File: src/hdl/rpg_pkg.sv
`default_nettype none

package rpg_pkg;

	// Output quantization and series length
	localparam int ANGLE_BITS   = 32;
	localparam int APPROX_STEPS = 24;
	localparam int QS           = (ANGLE_BITS >= 32) ? 0 : 32 - ANGLE_BITS;
	localparam int K_W          = $clog2(APPROX_STEPS);

	localparam logic [31:0] YAW_MASK = ~((32'd1 << QS) - 32'd1);

	// Fixed point constants
	localparam logic [63:0] ONE_Q62 = 64'h4000_0000_0000_0000;
	localparam logic [63:0] PI_Q61  = 64'h6487_ED51_10B4_611A;
	localparam logic [63:0] HALF_64 = 64'h8000_0000_0000_0000;

	// Configuration port
	localparam int CFG_IDX_W  = 3;
	localparam int CFG_DATA_W = 48;

	localparam logic [CFG_IDX_W-1:0] REG_MODE        = 3'd0;
	localparam logic [CFG_IDX_W-1:0] REG_VELOCITY    = 3'd1;
	localparam logic [CFG_IDX_W-1:0] REG_START_FRAME = 3'd2;
	localparam logic [CFG_IDX_W-1:0] REG_END_FRAME   = 3'd3;
	localparam logic [CFG_IDX_W-1:0] REG_START_ANGLE = 3'd4;
	localparam logic [CFG_IDX_W-1:0] REG_END_ANGLE   = 3'd5;
	localparam logic [CFG_IDX_W-1:0] REG_FRAG_LEN    = 3'd6;

	// Modes
	localparam logic [2:0] MODE_LINEAR  = 3'd0;
	localparam logic [2:0] MODE_SIGMOID = 3'd1;
	localparam logic [2:0] MODE_COSINE  = 3'd2;
	localparam logic [2:0] MODE_FREE    = 3'd3;
	localparam logic [2:0] MODE_CLAMPED = 3'd4;

	// Sine series divisor (2k)(2k+1)
	function automatic logic [12:0] sin_coef(input logic [K_W-1:0] k);
		logic [12:0] k2;
		k2 = 13'({k, 1'b0});
		return 13'(k2 * (k2 + 13'd1));
	endfunction

endpackage

`default_nettype wire

File: src/hdl/rpg_mul.sv
`default_nettype none

module rpg_mul
	import rpg_pkg::*;
(
	input  wire logic         clk,
	input  wire logic         arst_n,
	input  wire logic         start,
	input  wire logic [63:0]  a,
	input  wire logic [63:0]  b,
	output logic              busy,
	output logic              done,
	output logic [127:0]      prod
);

	logic [63:0]  a_q, b_q, pp_q;
	logic [127:0] acc_q;
	logic [2:0]   cnt_q, prev;
	logic         busy_q, done_q;
	logic [31:0]  a_h, b_h;
	logic [127:0] addend;

	// pick the 32-bit halves for this partial product
	always_comb begin
		a_h  = cnt_q[1] ? a_q[63:32] : a_q[31:0];
		b_h  = cnt_q[0] ? b_q[63:32] : b_q[31:0];
		prev = cnt_q - 3'd1;
		unique case (prev)
			3'd0:    addend = {64'd0, pp_q};
			3'd1,
			3'd2:    addend = {32'd0, pp_q, 32'd0};
			default: addend = {pp_q, 64'd0};
		endcase
	end

	// payload: operands, partial product, accumulator
	always_ff @(posedge clk) begin
		if (start) begin
			a_q   <= a;
			b_q   <= b;
			acc_q <= '0;
		end else if (busy_q) begin
			if (cnt_q != 3'd4)
				pp_q <= 64'(a_h) * 64'(b_h);
			if (cnt_q != 3'd0)
				acc_q <= acc_q + addend;
		end
	end

	// control
	always_ff @(posedge clk or negedge arst_n) begin
		if (!arst_n) begin
			busy_q <= 1'b0;
			done_q <= 1'b0;
			cnt_q  <= '0;
		end else if (start) begin
			busy_q <= 1'b1;
			done_q <= 1'b0;
			cnt_q  <= '0;
		end else if (busy_q) begin
			cnt_q <= cnt_q + 3'd1;
			if (cnt_q == 3'd4) begin
				busy_q <= 1'b0;
				done_q <= 1'b1;
			end
		end else begin
			done_q <= 1'b0;
		end
	end

	assign busy = busy_q;
	assign done = done_q;
	assign prod = acc_q;

endmodule

`default_nettype wire

File: config.mk
export PLATFORM = sky130hd
export DESIGN_NAME = rpg_mul
export DESIGN_NICKNAME = d
export VERILOG_FILES = /design/src/hdl/rpg_pkg.sv /design/src/hdl/rpg_mul.sv
export SDC_FILE = /design/constraint.sdc
export NUM_CORES = 2
export LEC_CHECK = 0
export BUFFER_PORTS_ARGS = -buffer_cell sky130_fd_sc_hd__buf_2
export CAP_MARGIN = 15
export CORE_UTILIZATION = 60
export CTS_BUF_LIST = sky130_fd_sc_hd__clkbuf_8
export CTS_CLUSTER_DIAMETER = 150
export CTS_CLUSTER_SIZE = 40
export DETAILED_ROUTE_END_ITERATION = 10
export GPL_TIMING_DRIVEN = 1
export PLACE_DENSITY = 0.77
export SYNTH_ARGS = -nofsm -noshare
export SYNTH_HDL_FRONTEND = slang
export SYNTH_SLANG_ARGS = --single-unit
export TNS_END_PERCENT = 50
File: constraint.sdc
create_clock -name clk -period 12.5 [get_ports clk]
set_input_delay 1.875 -clock clk [delete_from_list [all_inputs] [get_ports clk]]
set_output_delay 1.875 -clock clk [all_outputs]
set_load 0.01 [all_outputs]
# Yosys cells after proc, flatten, opt, wreduce, memory -nomap -nowiden
# Cells that the tools add are included.
word_totals:
  in_bits: 131
  out_inout_bits: 130
  elab_cells: 34
  register_bits: 325
op_classes:
  addsub: 3
  eq_ne: 5
  reduce_logical: 6
  n_bitwise: 1
  mux: 11
  mul: 1
op_table:
  columns: ["cell", "count"]
  rows:
  - ["$pmux 128 s2", 1]
  - ["$add 128x128->128", 1]
  - ["$mul 32x32->64", 1]
  - ["$mux 32", 2]
  - ["$mux 1", 6]
  - ["$mux 3", 2]
  - ["$add 3x1->3 const B", 1]
  - ["$eq 3x1->1 const B", 1]
  - ["$eq 3x2->1 const B", 1]
  - ["$eq 3x3->1 const B", 1]
  - ["$logic_not 3->1", 1]
  - ["$ne 3x2->1 const B", 1]
  - ["$ne 3x3->1 const B", 1]
  - ["$reduce_and 3->1", 1]
  - ["$reduce_bool 3->1", 1]
  - ["$sub 3x1->3 const B", 1]
  - ["$reduce_and 2->1", 1]
  - ["$reduce_bool 2->1", 1]
  - ["$reduce_or 2->1", 1]
  - ["$not 1->1", 1]

# Logic depth before layout (Yosys ltp)
logic_depth:
  word_depth: 5
  ltp_mapped: 34
  ltp_nobuf: 30

# Worst setup path before layout
# No wires, ideal clock.
synth_timing:
  kind: "reg2reg"
  from: "reg cnt_q[1]"
  to: "reg pp_q[56] (data pin)"
  arrival_ns: 8.646
  setup_slack_ns: 3.585
  path_buffers: 4
  period_less_slack_ns: 8.915
  required_time_ns: 12.231
  setup_time_ns: 0.269
  stages_incl_launch_ff: 31
  cell_sequence: "dfrtp_1 -> clkbuf_1 -> clkbuf_1 -> clkbuf_1 -> mux2i_1 -> clkbuf_1 -> nor2_1 -> fa_1 -> fa_1 -> fa_1 -> inv_1 -> fa_1 -> inv_1 -> fa_1 -> inv_1 -> fa_1 -> inv_1 -> fa_1 -> fa_1 -> ha_1 -> and3_1 -> nand2_1 -> or4_1 -> a21oi_1 -> nor3_1 -> o21ai_2 -> a21oi_1 -> o31ai_1 -> a21oi_1 -> o31ai_1 -> xor2_1"
synth_between:
  elab_chain_len: 2
synth_rtl:
  columns: ["element", "line_no", "rtl"]
  rows:
  - ["start: declaration", "rpg_mul.sv:18", "logic [2:0] cnt_q, prev;"]
  - ["start signal: assignment", "rpg_mul.sv:61", "cnt_q <= cnt_q + 3'd1;"]
  - ["$mux 32", "rpg_mul.sv:25", "a_h = cnt_q[1] ? a_q[63:32] : a_q[31:0];"]
  - ["$mul 32x32->64", "rpg_mul.sv:44", "pp_q <= 64'(a_h) * 64'(b_h);"]
  - ["end signal: assignment", "rpg_mul.sv:44", null]
  - ["end: declaration", "rpg_mul.sv:16", "logic [63:0] a_q, b_q, pp_q;"]
# No other way between the ends.
# A chain may end at the register's enable or synchronous reset.

# Worst setup path after layout
layout_timing:
  from: "reg cnt_q[0]"
  to: "reg pp_q[56] (data pin)"
layout_between:
  elab_chain_len: 2
layout_rtl:
  columns: ["element", "line_no", "rtl"]
  rows:
  - ["$mux 32", "rpg_mul.sv:26", "b_h = cnt_q[0] ? b_q[63:32] : b_q[31:0];"]
  - ["$mul 32x32->64", "rpg_mul.sv:44", null]
# No other way between the ends.

==> out/metrics.csv <==
stage,metric,value,unit
outcome,status,"finished, final reports clean",
logic_synthesis,Synth area leaders,"fa_1 34%, edfxtp_1 11%, ha_1 9.3%",
cts,post-CTS setup buffer count,0,
timing,Worst Tran Pin Value,1.283,ns
placed_design,GP Congestion,1.038,
timing,"Setup violations, final",0,
logic_synthesis,register area share after synthesis,15.85,%
setup_path,CP Max Fanout,51,
logic_synthesis,Synth top area share,33.68,%
cts,clock buffer depth,3,
timing,post-route clock period utilization,79.21,%
route,initial drt markers,4796,
floorplanning,Die X,300.1,um
logic_synthesis,Yosys top cell by area,fa_1,
global_routing,met2 Use GR,67.30,%
logic_synthesis,Synthesized Nets,7450,
global_routing,GRT Util Overall,44.66,%
timing,fin. max-slew vios,0,
cts,CTS Sinks,325,
logic_synthesis,ys flop type,edfxtp_1,
timing,TNS Setup,0,ns
timing,Max Clock Freq,101.0,MHz
global_routing,vias in the first global route,46330,
global_routing,first-pass GRT wire length,293200,um
layout,Sequential cell area,0.008461,mm^2
logic_synthesis,mux cell area share after synthesis,2.668,%
route,total wire length,200100,um
floorplanning,# IOs,261,
timing,skew final,0.05847,ns
floorplanning,chip height,300.1,um
min_path,worst min-delay path class,reg2reg,
floorplanning,core box area,0.08743,mm^2
setup_path,r2r setup slk,2.60,ns
cts,CTS tree,done,
timing,unrepaired setup endpoints after global routing,false,
min_path,hold path endpoint,prod[49]$_SDFFE_PP0P_,
logic_synthesis,"Distinct cells, synth",93,
setup_path,Crit. End Element,register,
setup_path,crit start category,register,
cts,"Reg clk slew, reported paths",0.25,ns
logic_synthesis,Gate Count Post-Synth,6026,
route,DRC Markers,0,
layout,area added between synthesis and finish,4.977,%
logic_synthesis,fraction of registers with async set/reset,1.538,%
floorplanning,Core Rows,108,
logic_synthesis,Post-Syn Area,0.05332,mm^2
cts,CTS H-Tree Depth,1,
min_path,hold path depth,2,
logic_synthesis,Synth Area per Inst,8.848,um^2
cts,# hold bufs at CTS,0,
logic_synthesis,Ys Warns,0,
floorplanning,die area,0.09006,mm^2
timing,Hold Fails Final Rpt,0,
setup_path,"Arr. time, crit path",10.41,ns
global_routing,GR met1 Demand/Resource,55.55,%
setup_path,Reg2Reg Capture Point,pp_q[56]$_DFFE_PP_,
setup_path,CP required,13.01,ns
cts,CTS buffer count,14,
global_routing,GR Overflow Total,0,
layout,fillcell total,7362,
cts,root buf cell,clkbuf_8,
global_routing,gr busiest metal,met2,
layout,layout cell share with drive strength beyond 1,8.288,%
setup_path,Setup CP Type,reg2reg,
logic_synthesis,adder-cell share of the synthesized area,42.97,%
route,via count,45430,
min_path,Hold Path Origin,prod[49]$_SDFFE_PP0P_,
logic_synthesis,XOR/XNOR Fraction of Synth Area,2.792,%
logic_synthesis,Post-synth EDFFs,192,
cts,CTS resizes,0,
logic_synthesis,Post-Synth Simple-Gate Area,14.88,%
floorplanning,Initial Utilization,60.99,%
global_routing,largest net degree at the start of global routing,162,
logic_synthesis,Synth Register Bits,325,
layout,Final nets,7486,
setup_path,R2R cell count,27,
timing,Final min period,9.901,ns
logic_synthesis,main combinational cell family by area after synthesis,adder cells,
placed_design,quantity of I/O buffers inserted on ports,260,
placed_design,HPWL Detailed,154200,um
timing,Slew HR,12.77,%
setup_path,r2r startpoint,cnt_q[0]$_DFFE_PN0P_,
route,DR pass1 iterations,6,
global_routing,antenna violations before repair,5,
route,Avg WL per Cell,27.70,um
layout,multi-input logic area,0.04029,mm^2
route,vias per cell,6.287,
global_routing,M3 GR Usage,14.43,%
job,Max-cap violations,0,
cts,worst skew pair latency,0.72,ns
route,Final ANT Viol Nets,0,
logic_synthesis,Synth Area in Compound Gates,11.62,%
[worst max-delay path: stages, from the launching register on]
cell and delay [ns]:
dfrtp_4 0.68, buf_4 0.72, mux2_2 0.75, nand2_1 0.17
fa_1 0.56, inv_1 0.05, fa_1 0.49, inv_1 0.07
fa_1 0.53, inv_1 0.05, fa_1 0.40, fa_1 0.50
fa_1 0.51, fa_1 0.49, inv_1 0.04, fa_1 0.53
inv_1 0.06, ha_1 0.41, nand2_1 0.12, or4_1 0.49
a21oi_1 0.13, nor3_1 0.11, o21ai_2 0.36, a21oi_1 0.20
o31ai_1 0.56, a21oi_1 0.22, o31ai_1 0.34, xor2_1 0.11
[per-layer routing]
layer  part of all wire [%]  vias to the layer above  wire (um)
met5                  0.072                        -        145
met3                     13                      715      26350
li1                       -                    19390          -
met4                    8.0                        8      16110
met2                     43                     3198      85780
met1                     36                    22120      71750
[cells by family after synthesis]
group	Yosys count
buf+inv	1258
fa+ha+maj	1293
xor+xnor	170
simple gates	1879
mux	134
compound gates	967
flops	325
[Yosys cell counts (all sizes together), types with 71 or more instances]
master,count
a21o,123
a21oi,333
clkbuf,269
dfxtp,128
edfxtp,192
fa,897
ha,396
inv,942
nand2,817
nand4,87
nor2,708
o21ai,191
xnor2,99
xor2,71
[sequential cells by signal, indices dropped and copies added, names as in the netlist]
register,cells
b_q,64
busy,1
done,1
prod,128
a_q,64
pp_q,64
cnt_q,3
[stage by stage]
| step | cells | worst slack [ns] | utilization (%) | cell area (um^2) | hold WS (ns) |
|---|---|---|---|---|---|
| after floorplan | 6026 | 3.585 | - | 53320 | 0.4920 |
| after global placement | 7201 | 2.884 | 63.62 | 55620 | 0.4581 |
| after detailed placement | 7201 | 2.748 | 63.62 | 55620 | 0.4666 |
| after CTS | 7224 | 2.778 | 64.02 | 55970 | 0.4909 |
| after global routing | 7224 | 2.191 | 64.02 | 55970 | 0.5156 |
| final | 7226 | 2.599 | 64.02 | 55970 | 0.4899 |
[placed cells by master, fill, tap and decap left out, types with 99 or more instances in the layout]
cell type | synthesis | routed
fa_1 | 897 | 897
buf_2 | 22 | 259
dfxtp_1 | 128 | 128
a21oi_1 | 331 | 330
inv_1 | 942 | 943
a21o_1 | 119 | 119
edfxtp_1 | 192 | 192
ha_1 | 396 | 396
nand2_1 | 817 | 817
nor2_1 | 708 | 705
xnor2_1 | 99 | 99
o21ai_0 | 184 | 183
[cell type report]
| cell class | instances | area share, % |
|---|---|---|
| Tap cell | 1155 | 2.582 |
| Inverter | 942 | 6.317 |
| Sequential cell | 325 | 15.12 |
| Antenna cell | 2 | 0.008941 |
| Multi-Input combinational cell | 4443 | 71.98 |
| Clock inverter | 8 | 0.2459 |
| Timing Repair Buffer | 336 | 3.382 |
| Clock buffer | 15 | 0.3688 |
[worst max-delay path by stage]
| stage | startpoint | depth (start not counted) | end | slack, ns |
|---|---|---|---|---|
| 3_3_place_gp | cnt_q[1]$_DFFE_PN0P_ | 27 | pp_q[53]$_DFFE_PP_ | 2.88 |
| 5_1_grt | cnt_q[1]$_DFFE_PN0P_ | 29 | pp_q[56]$_DFFE_PP_ | 2.19 |
| 3_5_place_dp | cnt_q[1]$_DFFE_PN0P_ | 29 | pp_q[56]$_DFFE_PP_ | 2.75 |
| 4_1_cts | cnt_q[1]$_DFFE_PN0P_ | 29 | pp_q[56]$_DFFE_PP_ | 2.78 |
| 2_1_floorplan | cnt_q[1]$_DFFE_PN0P_ | 30 | pp_q[56]$_DFFE_PP_ | 3.59 |
| 6_report | cnt_q[0]$_DFFE_PN0P_ | 27 | pp_q[56]$_DFFE_PP_ | 2.60 |
Power is not shown: default switching activity piles up to over one toggle a cycle in this logic, so the estimate is an artifact.
