$ cat src/hdl/rpg_pkg.sv
`default_nettype none

package rpg_pkg;

	// Output quantization and series length
	localparam int ANGLE_BITS   = 32;
	localparam int APPROX_STEPS = 24;
	localparam int QS           = (ANGLE_BITS >= 32) ? 0 : 32 - ANGLE_BITS;
	localparam int K_W          = $clog2(APPROX_STEPS);

	localparam logic [31:0] YAW_MASK = ~((32'd1 << QS) - 32'd1);

	// Fixed point constants
	localparam logic [63:0] ONE_Q62 = 64'h4000_0000_0000_0000;
	localparam logic [63:0] PI_Q61  = 64'h6487_ED51_10B4_611A;
	localparam logic [63:0] HALF_64 = 64'h8000_0000_0000_0000;

	// Configuration port
	localparam int CFG_IDX_W  = 3;
	localparam int CFG_DATA_W = 48;

	localparam logic [CFG_IDX_W-1:0] REG_MODE        = 3'd0;
	localparam logic [CFG_IDX_W-1:0] REG_VELOCITY    = 3'd1;
	localparam logic [CFG_IDX_W-1:0] REG_START_FRAME = 3'd2;
	localparam logic [CFG_IDX_W-1:0] REG_END_FRAME   = 3'd3;
	localparam logic [CFG_IDX_W-1:0] REG_START_ANGLE = 3'd4;
	localparam logic [CFG_IDX_W-1:0] REG_END_ANGLE   = 3'd5;
	localparam logic [CFG_IDX_W-1:0] REG_FRAG_LEN    = 3'd6;

	// Modes
	localparam logic [2:0] MODE_LINEAR  = 3'd0;
	localparam logic [2:0] MODE_SIGMOID = 3'd1;
	localparam logic [2:0] MODE_COSINE  = 3'd2;
	localparam logic [2:0] MODE_FREE    = 3'd3;
	localparam logic [2:0] MODE_CLAMPED = 3'd4;

	// Sine series divisor (2k)(2k+1)
	function automatic logic [12:0] sin_coef(input logic [K_W-1:0] k);
		logic [12:0] k2;
		k2 = 13'({k, 1'b0});
		return 13'(k2 * (k2 + 13'd1));
	endfunction

endpackage

`default_nettype wire

$ cat src/hdl/rpg_div.sv
`default_nettype none

module rpg_div
	import rpg_pkg::*;
(
	input  wire logic        clk,
	input  wire logic        arst_n,
	input  wire logic        start,
	input  wire logic [63:0] n,
	input  wire logic [63:0] d,
	output logic             busy,
	output logic             done,
	output logic [63:0]      quo,
	output logic [63:0]      rem
);

	logic [63:0] n_q, d_q, rem_q;
	logic [5:0]  cnt_q;
	logic        busy_q, done_q;
	logic [64:0] trial, diff;
	logic        qbit;

	// one restoring step per cycle
	always_comb begin
		trial = {rem_q, n_q[63]};
		diff  = trial - {1'b0, d_q};
		qbit  = !diff[64];
	end

	always_ff @(posedge clk) begin
		if (start) begin
			n_q   <= n;
			d_q   <= d;
			rem_q <= '0;
		end else if (busy_q) begin
			n_q   <= {n_q[62:0], qbit};
			rem_q <= qbit ? diff[63:0] : trial[63:0];
		end
	end

	always_ff @(posedge clk or negedge arst_n) begin
		if (!arst_n) begin
			busy_q <= 1'b0;
			done_q <= 1'b0;
			cnt_q  <= '0;
		end else if (start) begin
			busy_q <= 1'b1;
			done_q <= 1'b0;
			cnt_q  <= '0;
		end else if (busy_q) begin
			cnt_q <= cnt_q + 6'd1;
			if (cnt_q == 6'd63) begin
				busy_q <= 1'b0;
				done_q <= 1'b1;
			end
		end else begin
			done_q <= 1'b0;
		end
	end

	assign busy = busy_q;
	assign done = done_q;
	assign quo  = n_q;
	assign rem  = rem_q;

endmodule

`default_nettype wire

$ cat config.mk
export PLATFORM = sky130hd
export DESIGN_NAME = rpg_div
export DESIGN_NICKNAME = d
export VERILOG_FILES = /design/src/hdl/rpg_pkg.sv /design/src/hdl/rpg_div.sv
export SDC_FILE = /design/constraint.sdc
export NUM_CORES = 1
export LEC_CHECK = 0
export BUFFER_PORTS_ARGS = -buffer_cell sky130_fd_sc_hd__buf_4
export CAP_MARGIN = 5
export CORE_MARGIN = 8
export CORE_UTILIZATION = 33
export DETAILED_ROUTE_END_ITERATION = 10
export GPL_ROUTABILITY_DRIVEN = 1
export SLEW_MARGIN = 40
export SYNTH_ARGS = -nofsm -noshare
export SYNTH_HDL_FRONTEND = slang
export SYNTH_SLANG_ARGS = --single-unit
export TNS_END_PERCENT = 100
$ cat constraint.sdc
create_clock -name clk -period 3.6 [get_ports clk]
set_clock_uncertainty 0.2 [all_clocks]
set_input_delay 0.54 -clock clk [delete_from_list [all_inputs] [get_ports clk]]
set_output_delay 0.54 -clock clk [all_outputs]
set_load 0.005 [all_outputs]
Word level (Yosys, flattened, before mapping)
Cells that the tools add are included.
- muxes and demuxes: 11
- reduce and logical (&&, ||, !) cells: 2
- add/sub/neg operators: 2
- eq/ne operators: 2
- operators by type and width (kind ; count):
    64-bit two-way mux ; 3
    65-bit by 64-bit subtractor with 65-bit output ; 1
    6-bit two-way mux ; 2
    6-bit by 1-bit adder with 6-bit output (second input constant) ; 1
    6-bit equality test (second input constant) ; 1
    1-bit two-way mux ; 6
    3-bit by 2-bit != test with 1-bit output (second input constant) ; 1
    2-bit nonzero test ; 1
    1-bit zero test ; 1
- output and inout port bits: 130
- input bits: 131
- register bits after elaboration: 200
- word-level logic and storage cells: 23

Logic depth before layout (Yosys ltp)
Gate-level depths: netlist (run 1).
- word-level depth: 4
- depth in mapped cells: 15
- mapped depth without buffers: 13

Worst setup path before layout (run 1)
Ideal clock, no wire load.
- path kind: reg-to-reg
- start: reg rem_q[4], in the netlist rem[4]
- end: reg rem_q[42], in the netlist rem[42]
- slack: 0.461 ns
- data arrival time: 2.802 ns
- stages on the path, launching flop included: 13
- clock period less this slack: 3.139 ns
- path buffers: 2
- data required time: 3.263 ns
- library setup time: 0.137 ns
- cell sequence: dfxtp_1 -> ha_1 -> a21o_1 -> or3_1 -> o211ai_1 -> nand3_1 -> o22a_1 -> o21a_1 -> o311ai_4 -> buf_4 -> buf_8 -> mux2i_1 -> a211oi_1
- cells in the longest elaborated chain, start to end: 2
- ends and longest elaborated chain (what ; line ; text):
    from (decl) ; rpg_div.sv:17 ; logic [63:0] n_q, d_q, rem_q;
    from (signal assigned) ; rpg_div.sv:37 ; rem_q <= qbit ? diff[63:0] : trial[63:0];
    65-bit by 64-bit subtractor with 65-bit output ; rpg_div.sv:26 ; diff = trial - {1'b0, d_q};
    64-bit two-way mux ; rpg_div.sv:37 ;
No other way between the ends.
A chain may end at the register's enable or synchronous reset.

Worst setup path after layout (run 1)
- start: reg rem_q[24], in the netlist rem[24]
- end: reg rem_q[49], in the netlist rem[49]
Same word-level chain as after synthesis.

==> impl_metrics.xml, run 1 <==
<?xml version="1.0" encoding="UTF-8"?>
<metrics>
  <group name="worst_hold_path">
    <metric name="hold_class" unit="">input pin to register</metric>
    <metric name="worst_hold_startpoint" unit="">d[53]</metric>
    <metric name="worst_hold_endpoint" unit="">d_q[53]$_DFFE_PP_</metric>
    <metric name="hold_depth" unit="">1</metric>
  </group>
  <group name="clocking">
    <metric name="tritoncts" unit="">built</metric>
    <metric name="cts.clk_slew.worst_paths" unit="ns">0.08</metric>
    <metric name="clk_latency" unit="ns">0.46</metric>
    <metric name="clock-root-buffer" unit="">sky130_fd_sc_hd__clkbuf_16</metric>
    <metric name="ctsHtreeMaxLevel" unit="">4</metric>
    <metric name="numCtsBuffers" unit="">17</metric>
    <metric name="clkSinkCount" unit="">200</metric>
    <metric name="clock_tree.buffer_depth" unit="">2</metric>
  </group>
  <group name="power_and_ir_drop">
    <metric name="p_seq_frac" unit="">0.491</metric>
    <metric name="power_switching_share" unit="">0.256</metric>
    <metric name="pwr-share-clk" unit="">0.365</metric>
    <metric name="peakVddDrop" unit="mV">0.323</metric>
    <metric name="intPower" unit="W">0.00404</metric>
    <metric name="total_switching_power" unit="W">0.00139</metric>
    <metric name="power.total" unit="W">0.00543</metric>
    <metric name="power_per_cell_area" unit="nW/um2">349</metric>
    <metric name="leakage" unit="nW">6.83</metric>
    <metric name="power_frac_comb" unit="">0.143</metric>
  </group>
  <group name="die">
    <metric name="std_cell_rows" unit="">70</metric>
    <metric name="die_width" unit="um">207</metric>
    <metric name="starting_density_of_the_core" unit="">0.332</metric>
    <metric name="die_area" unit="um2">42900</metric>
    <metric name="num_io_pins" unit="">261</metric>
    <metric name="core_region_area" unit="um2">36300</metric>
    <metric name="dieHeight" unit="um">207</metric>
  </group>
  <group name="sta">
    <metric name="hold_viol_final" unit="">0</metric>
    <metric name="setup-tns-final" unit="ns">0</metric>
    <metric name="achievable-frequency" unit="GHz">0.292</metric>
    <metric name="drv_slew" unit="">0</metric>
    <metric name="count_of_endpoints_failing_setup_in_the_final_report" unit="">0</metric>
    <metric name="fin_crit" unit="ns">3.43</metric>
    <metric name="finalCritPeriodShare" unit="">0.952</metric>
    <metric name="slew_headroom" unit="">0.548</metric>
    <metric name="worst-slew-pin-transition" unit="ns">0.677</metric>
    <metric name="worst_hold_slack" unit="ns">0.0551</metric>
  </group>
  <group name="yosys">
    <metric name="yosys_most_used_dff" unit="">sky130_fd_sc_hd__edfxtp_1</metric>
    <metric name="netlist.area_leader.share" unit="">0.319</metric>
    <metric name="synth_area" unit="um2">12100</metric>
    <metric name="count_of_flip_flops_with_a_built_in_enable_after_synthesis" unit="">128</metric>
    <metric name="mappedNetlistNets" unit="">1447</metric>
    <metric name="asyncSetResetFlopFracSynth" unit="">0.0400</metric>
    <metric name="netlist-cell-type-count" unit="">69</metric>
    <metric name="area_contributors_post_synth" unit="">sky130_fd_sc_hd__edfxtp_1, sky130_fd_sc_hd__dfxtp_1, sky130_fd_sc_hd__ha_1</metric>
    <metric name="avgSynthCellArea" unit="um2">9.64</metric>
    <metric name="synth_register_bits" unit="">200</metric>
    <metric name="synth_cells" unit="">1250</metric>
    <metric name="yosysSeqAreaShare" unit="">0.442</metric>
    <metric name="synth-warning-count" unit="">0</metric>
    <metric name="synth_top_area_cell" unit="">sky130_fd_sc_hd__edfxtp_1</metric>
  </group>
  <group name="setup_path">
    <metric name="startpoint_of_the_worst_slack_reg_to_reg_timing_path" unit="">rem[24]$_SDFFE_PP0P_</metric>
    <metric name="rrSetupSlack" unit="ns">0.17</metric>
    <metric name="crit_path_start_kind" unit="">register</metric>
    <metric name="critical_path_peak_fanout" unit="">24</metric>
    <metric name="cells_on_worst_reg2reg_path" unit="">12</metric>
    <metric name="timing.critical_path.to_type" unit="">register</metric>
    <metric name="timing.critical_path.required" unit="ns">3.70</metric>
    <metric name="critical_path_class" unit="">register to register</metric>
    <metric name="critPathArrivalTime" unit="ns">3.53</metric>
    <metric name="regToRegEndpoint" unit="">rem[49]$_SDFFE_PP0P_</metric>
  </group>
  <group name="layout">
    <metric name="final_cell_mix" unit="">sky130_fd_sc_hd__buf_4, sky130_fd_sc_hd__nor2_1, sky130_fd_sc_hd__edfxtp_1</metric>
    <metric name="most_frequent_standard_cell_in_the_layout_excluding_fill_and_tap_cells" unit="">sky130_fd_sc_hd__buf_4</metric>
    <metric name="filler_cell_count" unit="">3591</metric>
    <metric name="post-route-cell-area" unit="um2">15500</metric>
    <metric name="antennaDiodeCount" unit="">0</metric>
    <metric name="final_layout_size_suffix_gt1_frac" unit="">0.294</metric>
    <metric name="area.sequential" unit="um2">5330</metric>
    <metric name="syn2layout_area_growth" unit="%">28.8</metric>
    <metric name="multi_input_area" unit="um2">6160</metric>
    <metric name="nNetsFinal" unit="">1716</metric>
    <metric name="post-route-util" unit="">0.428</metric>
  </group>
  <group name="global_route">
    <metric name="antenna_found_initial" unit="">3</metric>
    <metric name="wire_length_of_the_first_global_routing_pass" unit="um">57500</metric>
    <metric name="groute.usage.overall" unit="">0.166</metric>
    <metric name="maximum_number_of_pins_on_one_net_before_global_route_repair" unit="">70</metric>
    <metric name="grt_util_met2" unit="">0.265</metric>
    <metric name="global_route.overflow_total" unit="">0</metric>
    <metric name="grt_busiest_layer" unit="">met2</metric>
    <metric name="grt_pass1_vias" unit="">10523</metric>
    <metric name="global_routing_usage_on_met1" unit="">0.203</metric>
    <metric name="groute.layer.met3.usage" unit="">0.0688</metric>
  </group>
  <group name="drt">
    <metric name="routed-via-count" unit="">10306</metric>
    <metric name="number_of_antenna_violating_nets_in_the_routed_design" unit="">0</metric>
    <metric name="vias_per_cell" unit="">5.15</metric>
    <metric name="avgRoutedWirePerCell" unit="um">18.2</metric>
    <metric name="detailedRoute.firstIterationViolations" unit="">655</metric>
    <metric name="drt-total-wl" unit="um">36500</metric>
    <metric name="detail_route.drc_violations" unit="">0</metric>
    <metric name="drt-pass1-iter-count" unit="">5</metric>
  </group>
  <group name="placement">
    <metric name="placed_cell_area" unit="um2">14800</metric>
    <metric name="io_buffer_count" unit="">260</metric>
    <metric name="gp_congestion" unit="">0.899</metric>
    <metric name="place.detailed.hpwl" unit="um">28300</metric>
  </group>
  <group name="status">
    <metric name="status" unit="">finished, final reports clean</metric>
  </group>
  <group name="flow_run">
    <metric name="timing.max_cap.violations" unit="">0</metric>
  </group>
</metrics>
==> stage by stage <==
step / setup slack, ns / instances
2_1_floorplan: 0.461 / 1250
3_3_place_gp: 0.112 / 1961
3_5_place_dp: 0.0694 / 1961
4_1_cts: 0.0412 / 1994
5_1_grt: -0.00982 / 2000
6_report: 0.171 / 2000
==> critical path: stages, from the launching register on <==
cell,delay [ns]
sky130_fd_sc_hd__dfxtp_1,0.35
sky130_fd_sc_hd__ha_1,0.41
sky130_fd_sc_hd__a211o_1,0.32
sky130_fd_sc_hd__a21oi_1,0.24
sky130_fd_sc_hd__a211oi_1,0.14
sky130_fd_sc_hd__o21a_1,0.20
sky130_fd_sc_hd__o21a_1,0.20
sky130_fd_sc_hd__o21a_1,0.14
sky130_fd_sc_hd__o311ai_4,0.38
sky130_fd_sc_hd__buf_4,0.19
sky130_fd_sc_hd__buf_12,0.18
sky130_fd_sc_hd__mux2i_2,0.23
sky130_fd_sc_hd__a211oi_1,0.09
==> registers in the layout, summed over array words and instances (netlist names) <==
register and count:
quo 64, busy 1, rem 64, done 1, d_q 64, cnt_q 6
==> Yosys cell counts (all sizes together) (2+ instances only) <==
master and number:
a2111oi 2, a211o 2, a211oi 59, a21boi 5
a21o 22, a21oi 120, a221oi 2, a311oi 3
a31oi 11, and2 3, and3 8, buf 23
clkbuf 57, dfrtp 8, dfxtp 64, edfxtp 128
ha 65, inv 84, mux2 64, mux2i 24
nand2 71, nand2b 19, nand3 14, nand3b 3
nand4 26, nand4b 2, nor2 137, nor2b 8
nor3 14, nor3b 4, nor4 3, o2111ai 2
o211a 3, o211ai 10, o21a 13, o21ai 54
o21bai 8, o221ai 6, o22ai 8, o31ai 2
o41ai 3, or2 5, or3 5, xnor2 33
xor2 27
==> cell families (layout without fill, tap and decap cells) <==
family | after synthesis | in the layout | synth area share
xor gates and xnor gates | 60 | 60 | 0.0436
DFF | 200 | 200 | 0.442
adders and majority gates | 66 | 66 | 0.0691
and+or+nand+nor | 325 | 325 | 0.124
buffers and inverters | 164 | 446 | 0.0553
muxes | 88 | 88 | 0.0797
AOI/OAI and AO/OA | 347 | 347 | 0.186
==> metal layers <==
| metal | vias to the layer above | part of all wire |
|---|---|---|
| met5 | - | 0.0011 |
| met4 | 6 | 0.017 |
| met3 | 46 | 0.088 |
| met2 | 312 | 0.46 |
| met1 | 4846 | 0.44 |
| li1 | 5096 | - |
==> layout make-up <==
type                    count  area share
well taps                 468      0.0377
clock inverters            12     0.00967
flip-flops and latches    200       0.343
multi-input cells         886       0.396
clock buffers              20      0.0281
inverters                  84      0.0203
repair buffers            330       0.165
==> repair_timing <==
| action | 4_1_cts | 5_1_grt |
|---|---|---|
| resized for setup | 0 | 23 |
| hold buffers | 1 | 0 |
| setup endpoints to repair | 0 | 54 |
| hold endpoints to repair | 8 | 0 |
| setup buffers | 0 | 5 |
==> power groups by stage <==
stage	combinational, W	sequential (W)	clock (W)
floorplan	0.000378	0.00270	0
global placement	0.000766	0.00271	0
detailed placement	0.000771	0.00272	0
CTS	0.000775	0.00267	0.00205
global route	0.000855	0.00268	0.00212
finish	0.000777	0.00267	0.00198
==> worst max-delay path by stage <==
stage,startpoint,depth (start not counted),to,slack (ns)
3_3_place_gp,d_q[53]$_DFFE_PP_,13,rem[58]$_SDFFE_PP0P_,0.11
6_report,rem[24]$_SDFFE_PP0P_,12,rem[49]$_SDFFE_PP0P_,0.17
5_1_grt,quo[63]$_DFFE_PP_,14,rem[44]$_SDFFE_PP0P_,-0.01
4_1_cts,quo[63]$_DFFE_PP_,13,rem[34]$_SDFFE_PP0P_,0.04
2_1_floorplan,rem[4]$_SDFFE_PP0P_,12,rem[42]$_SDFFE_PP0P_,0.46
3_5_place_dp,quo[63]$_DFFE_PP_,13,rem[34]$_SDFFE_PP0P_,0.07
Note: power is estimated with default switching activity, not from simulation.
==> run 2, diff against run 1 <==
clock period = 3.4 ns   (was 3.6 ns; I/O delays follow)
==> run 2 against run 1 <==
Against the previous run:
- combinational power up 16%
- clock-buffer cell count increased by 1
- via count increased by 5.1%
- global-route usage rose by 0.54 points
- final cell count grew 4.6%
- wire length up 7.0%
- sequential power is 6% higher
- worst setup slack worse by 0.13 ns
- critical endpoint is now rem[9]$_SDFFE_PP0P_
==> impl_metrics.xml, run 2 (synthesis gave the netlist of run 1 again) <==
<?xml version="1.0" encoding="UTF-8"?>
<metrics>
  <group name="status">
    <metric name="status" unit="">finished, final reports clean</metric>
  </group>
  <group name="setup_path">
    <metric name="crit_path_start_kind" unit="">register</metric>
    <metric name="critical_path_class" unit="">register to register</metric>
    <metric name="critical_path_peak_fanout" unit="">8</metric>
    <metric name="timing.critical_path.to_type" unit="">register</metric>
    <metric name="critPathArrivalTime" unit="ns">3.47</metric>
    <metric name="timing.critical_path.required" unit="ns">3.51</metric>
  </group>
  <group name="sta">
    <metric name="worst_hold_slack" unit="ns">0.0287</metric>
    <metric name="hold_viol_final" unit="">0</metric>
    <metric name="final.setup.worst_slack" unit="ns">0.0418</metric>
    <metric name="grt_setup_unrepaired" unit="">yes</metric>
    <metric name="finalCritPeriodShare" unit="">0.988</metric>
    <metric name="setup-tns-final" unit="ns">0</metric>
    <metric name="achievable-frequency" unit="GHz">0.298</metric>
    <metric name="count_of_endpoints_failing_setup_in_the_final_report" unit="">0</metric>
    <metric name="slew_headroom" unit="">0.511</metric>
    <metric name="fin_crit" unit="ns">3.36</metric>
    <metric name="drv_slew" unit="">0</metric>
    <metric name="worst-slew-pin-transition" unit="ns">0.733</metric>
  </group>
  <group name="clocking">
    <metric name="clk_latency" unit="ns">0.45</metric>
    <metric name="clock_tree.buffer_depth" unit="">2</metric>
    <metric name="cts.clk_slew.worst_paths" unit="ns">0.09</metric>
    <metric name="tritoncts" unit="">built</metric>
    <metric name="ctsHtreeMaxLevel" unit="">4</metric>
    <metric name="clkSinkCount" unit="">200</metric>
    <metric name="clock-root-buffer" unit="">sky130_fd_sc_hd__clkbuf_16</metric>
    <metric name="numCtsBuffers" unit="">17</metric>
  </group>
  <group name="power_and_ir_drop">
    <metric name="power_per_cell_area" unit="nW/um2">348</metric>
    <metric name="peakVddDrop" unit="mV">0.342</metric>
    <metric name="power.total" unit="W">0.00584</metric>
    <metric name="leakage" unit="nW">7.46</metric>
  </group>
  <group name="layout">
    <metric name="filler_cell_count" unit="">3536</metric>
    <metric name="final_cell_mix" unit="">sky130_fd_sc_hd__buf_4, sky130_fd_sc_hd__edfxtp_1, sky130_fd_sc_hd__nor2_1</metric>
    <metric name="most_frequent_standard_cell_in_the_layout_excluding_fill_and_tap_cells" unit="">sky130_fd_sc_hd__buf_4</metric>
    <metric name="nNetsFinal" unit="">1807</metric>
    <metric name="antennaDiodeCount" unit="">0</metric>
    <metric name="final_layout_size_suffix_gt1_frac" unit="">0.365</metric>
    <metric name="post-route-util" unit="">0.463</metric>
    <metric name="syn2layout_area_growth" unit="%">39.2</metric>
  </group>
  <group name="global_route">
    <metric name="antenna_found_initial" unit="">3</metric>
    <metric name="wire_length_of_the_first_global_routing_pass" unit="um">59700</metric>
    <metric name="global_route.overflow_total" unit="">0</metric>
    <metric name="grt_pass1_vias" unit="">10978</metric>
    <metric name="maximum_number_of_pins_on_one_net_before_global_route_repair" unit="">71</metric>
    <metric name="groute.usage.overall" unit="">0.171</metric>
  </group>
  <group name="die">
    <metric name="core_region_area" unit="um2">36300</metric>
    <metric name="num_io_pins" unit="">261</metric>
    <metric name="dieHeight" unit="um">207</metric>
    <metric name="starting_density_of_the_core" unit="">0.332</metric>
    <metric name="die_area" unit="um2">42900</metric>
    <metric name="die_width" unit="um">207</metric>
    <metric name="std_cell_rows" unit="">70</metric>
  </group>
  <group name="drt">
    <metric name="drt-total-wl" unit="um">39100</metric>
    <metric name="detail_route.drc_violations" unit="">0</metric>
    <metric name="vias_per_cell" unit="">5.18</metric>
    <metric name="routed-via-count" unit="">10832</metric>
    <metric name="detailedRoute.firstIterationViolations" unit="">585</metric>
    <metric name="number_of_antenna_violating_nets_in_the_routed_design" unit="">0</metric>
    <metric name="avgRoutedWirePerCell" unit="um">18.7</metric>
    <metric name="drt-pass1-iter-count" unit="">5</metric>
  </group>
  <group name="placement">
    <metric name="place.detailed.hpwl" unit="um">28900</metric>
    <metric name="io_buffer_count" unit="">260</metric>
    <metric name="gp_congestion" unit="">0.925</metric>
    <metric name="dp_slack" unit="ns">-0.0247</metric>
  </group>
  <group name="worst_hold_path">
    <metric name="hold_class" unit="">input pin to register</metric>
  </group>
  <group name="flow_run">
    <metric name="timing.max_cap.violations" unit="">0</metric>
  </group>
</metrics>
-- run 2: changes by cell type in the layout (fill, tap and decap cells not counted), moves of 9 or more --
cell	before	now
sky130_fd_sc_hd__buf_4	322	388
sky130_fd_sc_hd__a21oi_1	117	104
sky130_fd_sc_hd__a21oi_2	3	16
sky130_fd_sc_hd__nor2_1	137	125
sky130_fd_sc_hd__dlygate4sd3_1	1	11
sky130_fd_sc_hd__a211oi_1	57	48
-- run 2: report_power, final --
part           internal (W)  switching [W]
clock network       0.00112        0.00100
registers           0.00275      0.0000747
logic              0.000472       0.000429
-- run 2: final timing paths --
kind	startpoint	to	slack (ns)	depth (start not counted)
worst max-delay path	d_q[5]$_DFFE_PP_	rem[9]$_SDFFE_PP0P_	0.04	15
worst min-delay path	d[36]	d_q[36]$_DFFE_PP_	0.03	1
worst max register to register	d_q[5]$_DFFE_PP_	rem[9]$_SDFFE_PP0P_	0.04	15
worst min register to register	rem[50]$_SDFFE_PP0P_	rem[50]$_SDFFE_PP0P_	0.32	2
max in group asynchronous	arst_n	busy$_DFF_PN0_	2.64	2
min in group asynchronous	arst_n	cnt_q[4]$_DFFE_PN0P_	0.21	2
-- run 2: what timing repair did --
item / in CTS / in global routing
buffers inserted: 6 / 5
gates cloned: 2 / 6
endpoints found under the hold margin: 18 / 0
pin swaps: 9 / 31
resized for setup: 12 / 92
hold buffers: 11 / 0
setup endpoints to repair: 23 / 65
-- run 2: layer usage --
metal	share of wire	track usage
met1	0.44	0.210
met2	0.47	0.283
met3	0.071	0.0563
met4	0.019	0.0505
met5	0.0010	0
-- run 2: cell type report --
class | count | area [um2] | area share
Timing Repair Buffer | 421 | 3480 | 0.207
Multi-Input combinational cell | 886 | 6470 | 0.385
Clock buffer | 21 | 480 | 0.0286
Sequential cell | 200 | 5330 | 0.318
Tap cell | 468 | 586 | 0.0349
Inverter | 84 | 315 | 0.0188
Clock inverter | 11 | 128 | 0.00761
-- run 2: critical path, stage by stage, from the launching register on --
cell	delay, ns
sky130_fd_sc_hd__edfxtp_1	0.40
sky130_fd_sc_hd__inv_2	0.10
sky130_fd_sc_hd__ha_4	0.21
sky130_fd_sc_hd__a21o_1	0.16
sky130_fd_sc_hd__or3_4	0.32
sky130_fd_sc_hd__o211ai_1	0.16
sky130_fd_sc_hd__nand3_1	0.13
sky130_fd_sc_hd__o22a_2	0.24
sky130_fd_sc_hd__o21a_1	0.24
sky130_fd_sc_hd__o311ai_4	0.22
sky130_fd_sc_hd__buf_6	0.16
sky130_fd_sc_hd__buf_12	0.14
sky130_fd_sc_hd__buf_8	0.12
sky130_fd_sc_hd__clkbuf_16	0.16
sky130_fd_sc_hd__mux2i_1	0.18
sky130_fd_sc_hd__a211oi_1	0.08
-- run 2: through the flow --
step	cell area, um2	cells
3_3_place_gp	15300	2029
5_1_grt	16800	2091
4_1_cts	16200	2080
6_report	16800	2091
2_1_floorplan	12100	1250
3_5_place_dp	15300	2029
==> run 3, diff against run 2 <==
==> constraint.sdc (replaced) <==
create_clock -name clk -period 3.4 [get_ports clk]
set_clock_uncertainty 0.2 [all_clocks]
set_input_delay 0.17 -clock clk [delete_from_list [all_inputs] [get_ports clk]]
set_output_delay 0.17 -clock clk [all_outputs]
set_load 0.005 [all_outputs]
==> run 3 against run 2 <==
Against the previous run:
- global-route usage grew 0.34 points
- worst setup slack gained 0.033 ns
- via count is 3.6% higher
- sequential cell count unchanged
- highest routed layer unchanged
- non-clock buffer count is 112 higher
- register-to-register slack better by 0.03 ns
- utilization up 2.5 points
- worst hold slack better by 0.20 ns
==> impl_metrics.xml, run 3 (synthesis gave the netlist of run 1 again) <==
<?xml version="1.0" encoding="UTF-8"?>
<metrics>
  <group name="worst_hold_path">
    <metric name="worst_hold_startpoint" unit="">d[15]</metric>
    <metric name="hold_class" unit="">input pin to register</metric>
  </group>
  <group name="global_route">
    <metric name="groute.usage.overall" unit="">0.175</metric>
    <metric name="grt_pass1_vias" unit="">11435</metric>
    <metric name="maximum_number_of_pins_on_one_net_before_global_route_repair" unit="">79</metric>
    <metric name="global_route.overflow_total" unit="">0</metric>
    <metric name="antenna_found_initial" unit="">5</metric>
    <metric name="wire_length_of_the_first_global_routing_pass" unit="um">61600</metric>
  </group>
  <group name="power_and_ir_drop">
    <metric name="pwr-share-clk" unit="">0.339</metric>
    <metric name="p_seq_frac" unit="">0.487</metric>
    <metric name="leakage" unit="nW">7.80</metric>
    <metric name="power_switching_share" unit="">0.265</metric>
    <metric name="intPower" unit="W">0.00427</metric>
    <metric name="power_per_cell_area" unit="nW/um2">328</metric>
    <metric name="power_frac_comb" unit="">0.174</metric>
    <metric name="total_switching_power" unit="W">0.00154</metric>
    <metric name="peakVddDrop" unit="mV">0.378</metric>
  </group>
  <group name="clocking">
    <metric name="ctsHtreeMaxLevel" unit="">4</metric>
    <metric name="clock-root-buffer" unit="">sky130_fd_sc_hd__clkbuf_16</metric>
    <metric name="clock_tree.buffer_depth" unit="">2</metric>
    <metric name="clkSinkCount" unit="">200</metric>
    <metric name="tritoncts" unit="">built</metric>
    <metric name="numCtsBuffers" unit="">17</metric>
    <metric name="cts.clk_slew.worst_paths" unit="ns">0.08</metric>
    <metric name="clk_latency" unit="ns">0.46</metric>
  </group>
  <group name="setup_path">
    <metric name="critical_path_peak_fanout" unit="">8</metric>
    <metric name="cp_cell_sequence" unit="">inv_2 &gt; ha_4 &gt; a21o_1 &gt; or3_1 &gt; o211ai_1 &gt; nand3_1 &gt; o22a_2 &gt; o21a_1 &gt; o311ai_4 &gt; buf_6 &gt; buf_6 &gt; buf_8 &gt; a21oi_2 &gt; a211oi_1</metric>
    <metric name="crit_path_start_kind" unit="">register</metric>
    <metric name="critical_path.startpoint" unit="">d_q[5]$_DFFE_PP_</metric>
    <metric name="cpMaxStageDelayCell" unit="">sky130_fd_sc_hd__edfxtp_1</metric>
    <metric name="timing.critical_path.required" unit="ns">3.56</metric>
    <metric name="startpoint_of_the_worst_slack_reg_to_reg_timing_path" unit="">d_q[5]$_DFFE_PP_</metric>
    <metric name="cpMostUsedCell" unit="">sky130_fd_sc_hd__buf_6</metric>
    <metric name="worst_path_largest_cell_delay" unit="ns">0.38</metric>
    <metric name="critPathArrivalTime" unit="ns">3.48</metric>
    <metric name="critical_path_class" unit="">register to register</metric>
    <metric name="timing.critical_path.to_type" unit="">register</metric>
    <metric name="critPathTopFamily" unit="">compound AO/OA/AOI/OAI gates</metric>
    <metric name="critPathBufInv" unit="">4</metric>
  </group>
  <group name="status">
    <metric name="status" unit="">finished, final reports clean</metric>
  </group>
  <group name="layout">
    <metric name="nNetsFinal" unit="">1919</metric>
    <metric name="final_cell_mix" unit="">sky130_fd_sc_hd__buf_4, sky130_fd_sc_hd__dlygate4sd3_1, sky130_fd_sc_hd__edfxtp_1</metric>
    <metric name="filler_cell_count" unit="">3411</metric>
    <metric name="syn2layout_area_growth" unit="%">46.9</metric>
    <metric name="final_layout_size_suffix_gt1_frac" unit="">0.330</metric>
    <metric name="post-route-cell-area" unit="um2">17700</metric>
    <metric name="most_frequent_standard_cell_in_the_layout_excluding_fill_and_tap_cells" unit="">sky130_fd_sc_hd__buf_4</metric>
  </group>
  <group name="flow_run">
    <metric name="timing.max_cap.violations" unit="">0</metric>
  </group>
  <group name="drt">
    <metric name="routed-via-count" unit="">11223</metric>
    <metric name="avgRoutedWirePerCell" unit="um">17.9</metric>
    <metric name="drt-pass1-iter-count" unit="">5</metric>
    <metric name="number_of_antenna_violating_nets_in_the_routed_design" unit="">0</metric>
    <metric name="vias_per_cell" unit="">5.09</metric>
    <metric name="detailedRoute.firstIterationViolations" unit="">657</metric>
    <metric name="drt-total-wl" unit="um">39600</metric>
    <metric name="detail_route.drc_violations" unit="">0</metric>
  </group>
  <group name="placement">
    <metric name="gp_congestion" unit="">0.942</metric>
    <metric name="place.detailed.hpwl" unit="um">28600</metric>
    <metric name="io_buffer_count" unit="">260</metric>
    <metric name="placed_cell_area" unit="um2">15300</metric>
  </group>
  <group name="die">
    <metric name="dieHeight" unit="um">207</metric>
    <metric name="starting_density_of_the_core" unit="">0.332</metric>
    <metric name="die_area" unit="um2">42900</metric>
    <metric name="die_width" unit="um">207</metric>
    <metric name="core_region_area" unit="um2">36300</metric>
    <metric name="num_io_pins" unit="">261</metric>
    <metric name="std_cell_rows" unit="">70</metric>
  </group>
  <group name="sta">
    <metric name="finalCritPeriodShare" unit="">0.978</metric>
    <metric name="worst-slew-pin-transition" unit="ns">0.866</metric>
    <metric name="count_of_endpoints_failing_setup_in_the_final_report" unit="">0</metric>
    <metric name="hold_viol_final" unit="">0</metric>
    <metric name="grt_setup_unrepaired" unit="">yes</metric>
    <metric name="drv_slew" unit="">0</metric>
    <metric name="setup-tns-final" unit="ns">0</metric>
    <metric name="slew_headroom" unit="">0.423</metric>
    <metric name="fin_crit" unit="ns">3.33</metric>
    <metric name="achievable-frequency" unit="GHz">0.301</metric>
  </group>
</metrics>
==> run 3: final timing paths <==
path / end / slack, ns / depth (start not counted)
worst max-delay path: rem[16]$_SDFFE_PP0P_ / 0.07 / 14
worst min-delay path: d_q[15]$_DFFE_PP_ / 0.23 / 2
worst max register to register: rem[16]$_SDFFE_PP0P_ / 0.07 / 14
worst min register to register: rem[59]$_SDFFE_PP0P_ / 0.32 / 2
max in group asynchronous: busy$_DFF_PN0_ / 2.21 / 3
min in group asynchronous: cnt_q[5]$_DFFE_PN0P_ / 0.50 / 3
==> run 3: metal layers <==
layer / GRT usage / wire [um]
met3: 0.0592 / 3030
met1: 0.213 / 17000
met2: 0.289 / 18600
met5: 0 / 16
met4: 0.0537 / 869
==> run 3: layout make-up <==
type	count	area, um2	area share
diodes	3	7.51	0.000424
clock buffers	18	429	0.0242
clock inverters	13	110	0.00622
inverters	84	315	0.0178
multi-input cells	886	6400	0.362
flip-flops and latches	200	5330	0.301
well taps	468	586	0.0331
repair buffers	533	4520	0.255
==> run 3: metrics by stage <==
step	total power (W)	cells	hold WS (ns)	utilization	setup WS (ns)
after global routing	0.00606	2204	0.203	0.488	-0.0999
after floorplan	0.00326	1250	-0.326	-	0.261
final	0.00580	2205	0.232	0.488	0.0746
after global placement	0.00373	2027	-0.207	0.422	0.0235
after CTS	0.00584	2189	0.195	0.473	-0.0123
after detailed placement	0.00374	2027	-0.207	0.422	-0.0772
==> run 3: timing repair <==
| action | CTS | global route |
|---|---|---|
| hold buffers | 131 | 0 |
| pin swaps | 0 | 40 |
| endpoints found under the hold margin | 166 | 0 |
| setup buffers | 0 | 7 |
| cloned | 0 | 6 |
| setup endpoints to repair | 43 | 64 |
| gates resized for setup | 7 | 79 |
==> run 3: power groups by stage <==
stage / clock, W / combinational, W / sequential, W
final: 0.00197 / 0.00101 / 0.00283
after global routing: 0.00212 / 0.00110 / 0.00284
after CTS: 0.00202 / 0.000987 / 0.00283
after detailed placement: 0 / 0.000859 / 0.00288
after global placement: 0 / 0.000853 / 0.00287
after floorplan: 0 / 0.000400 / 0.00286
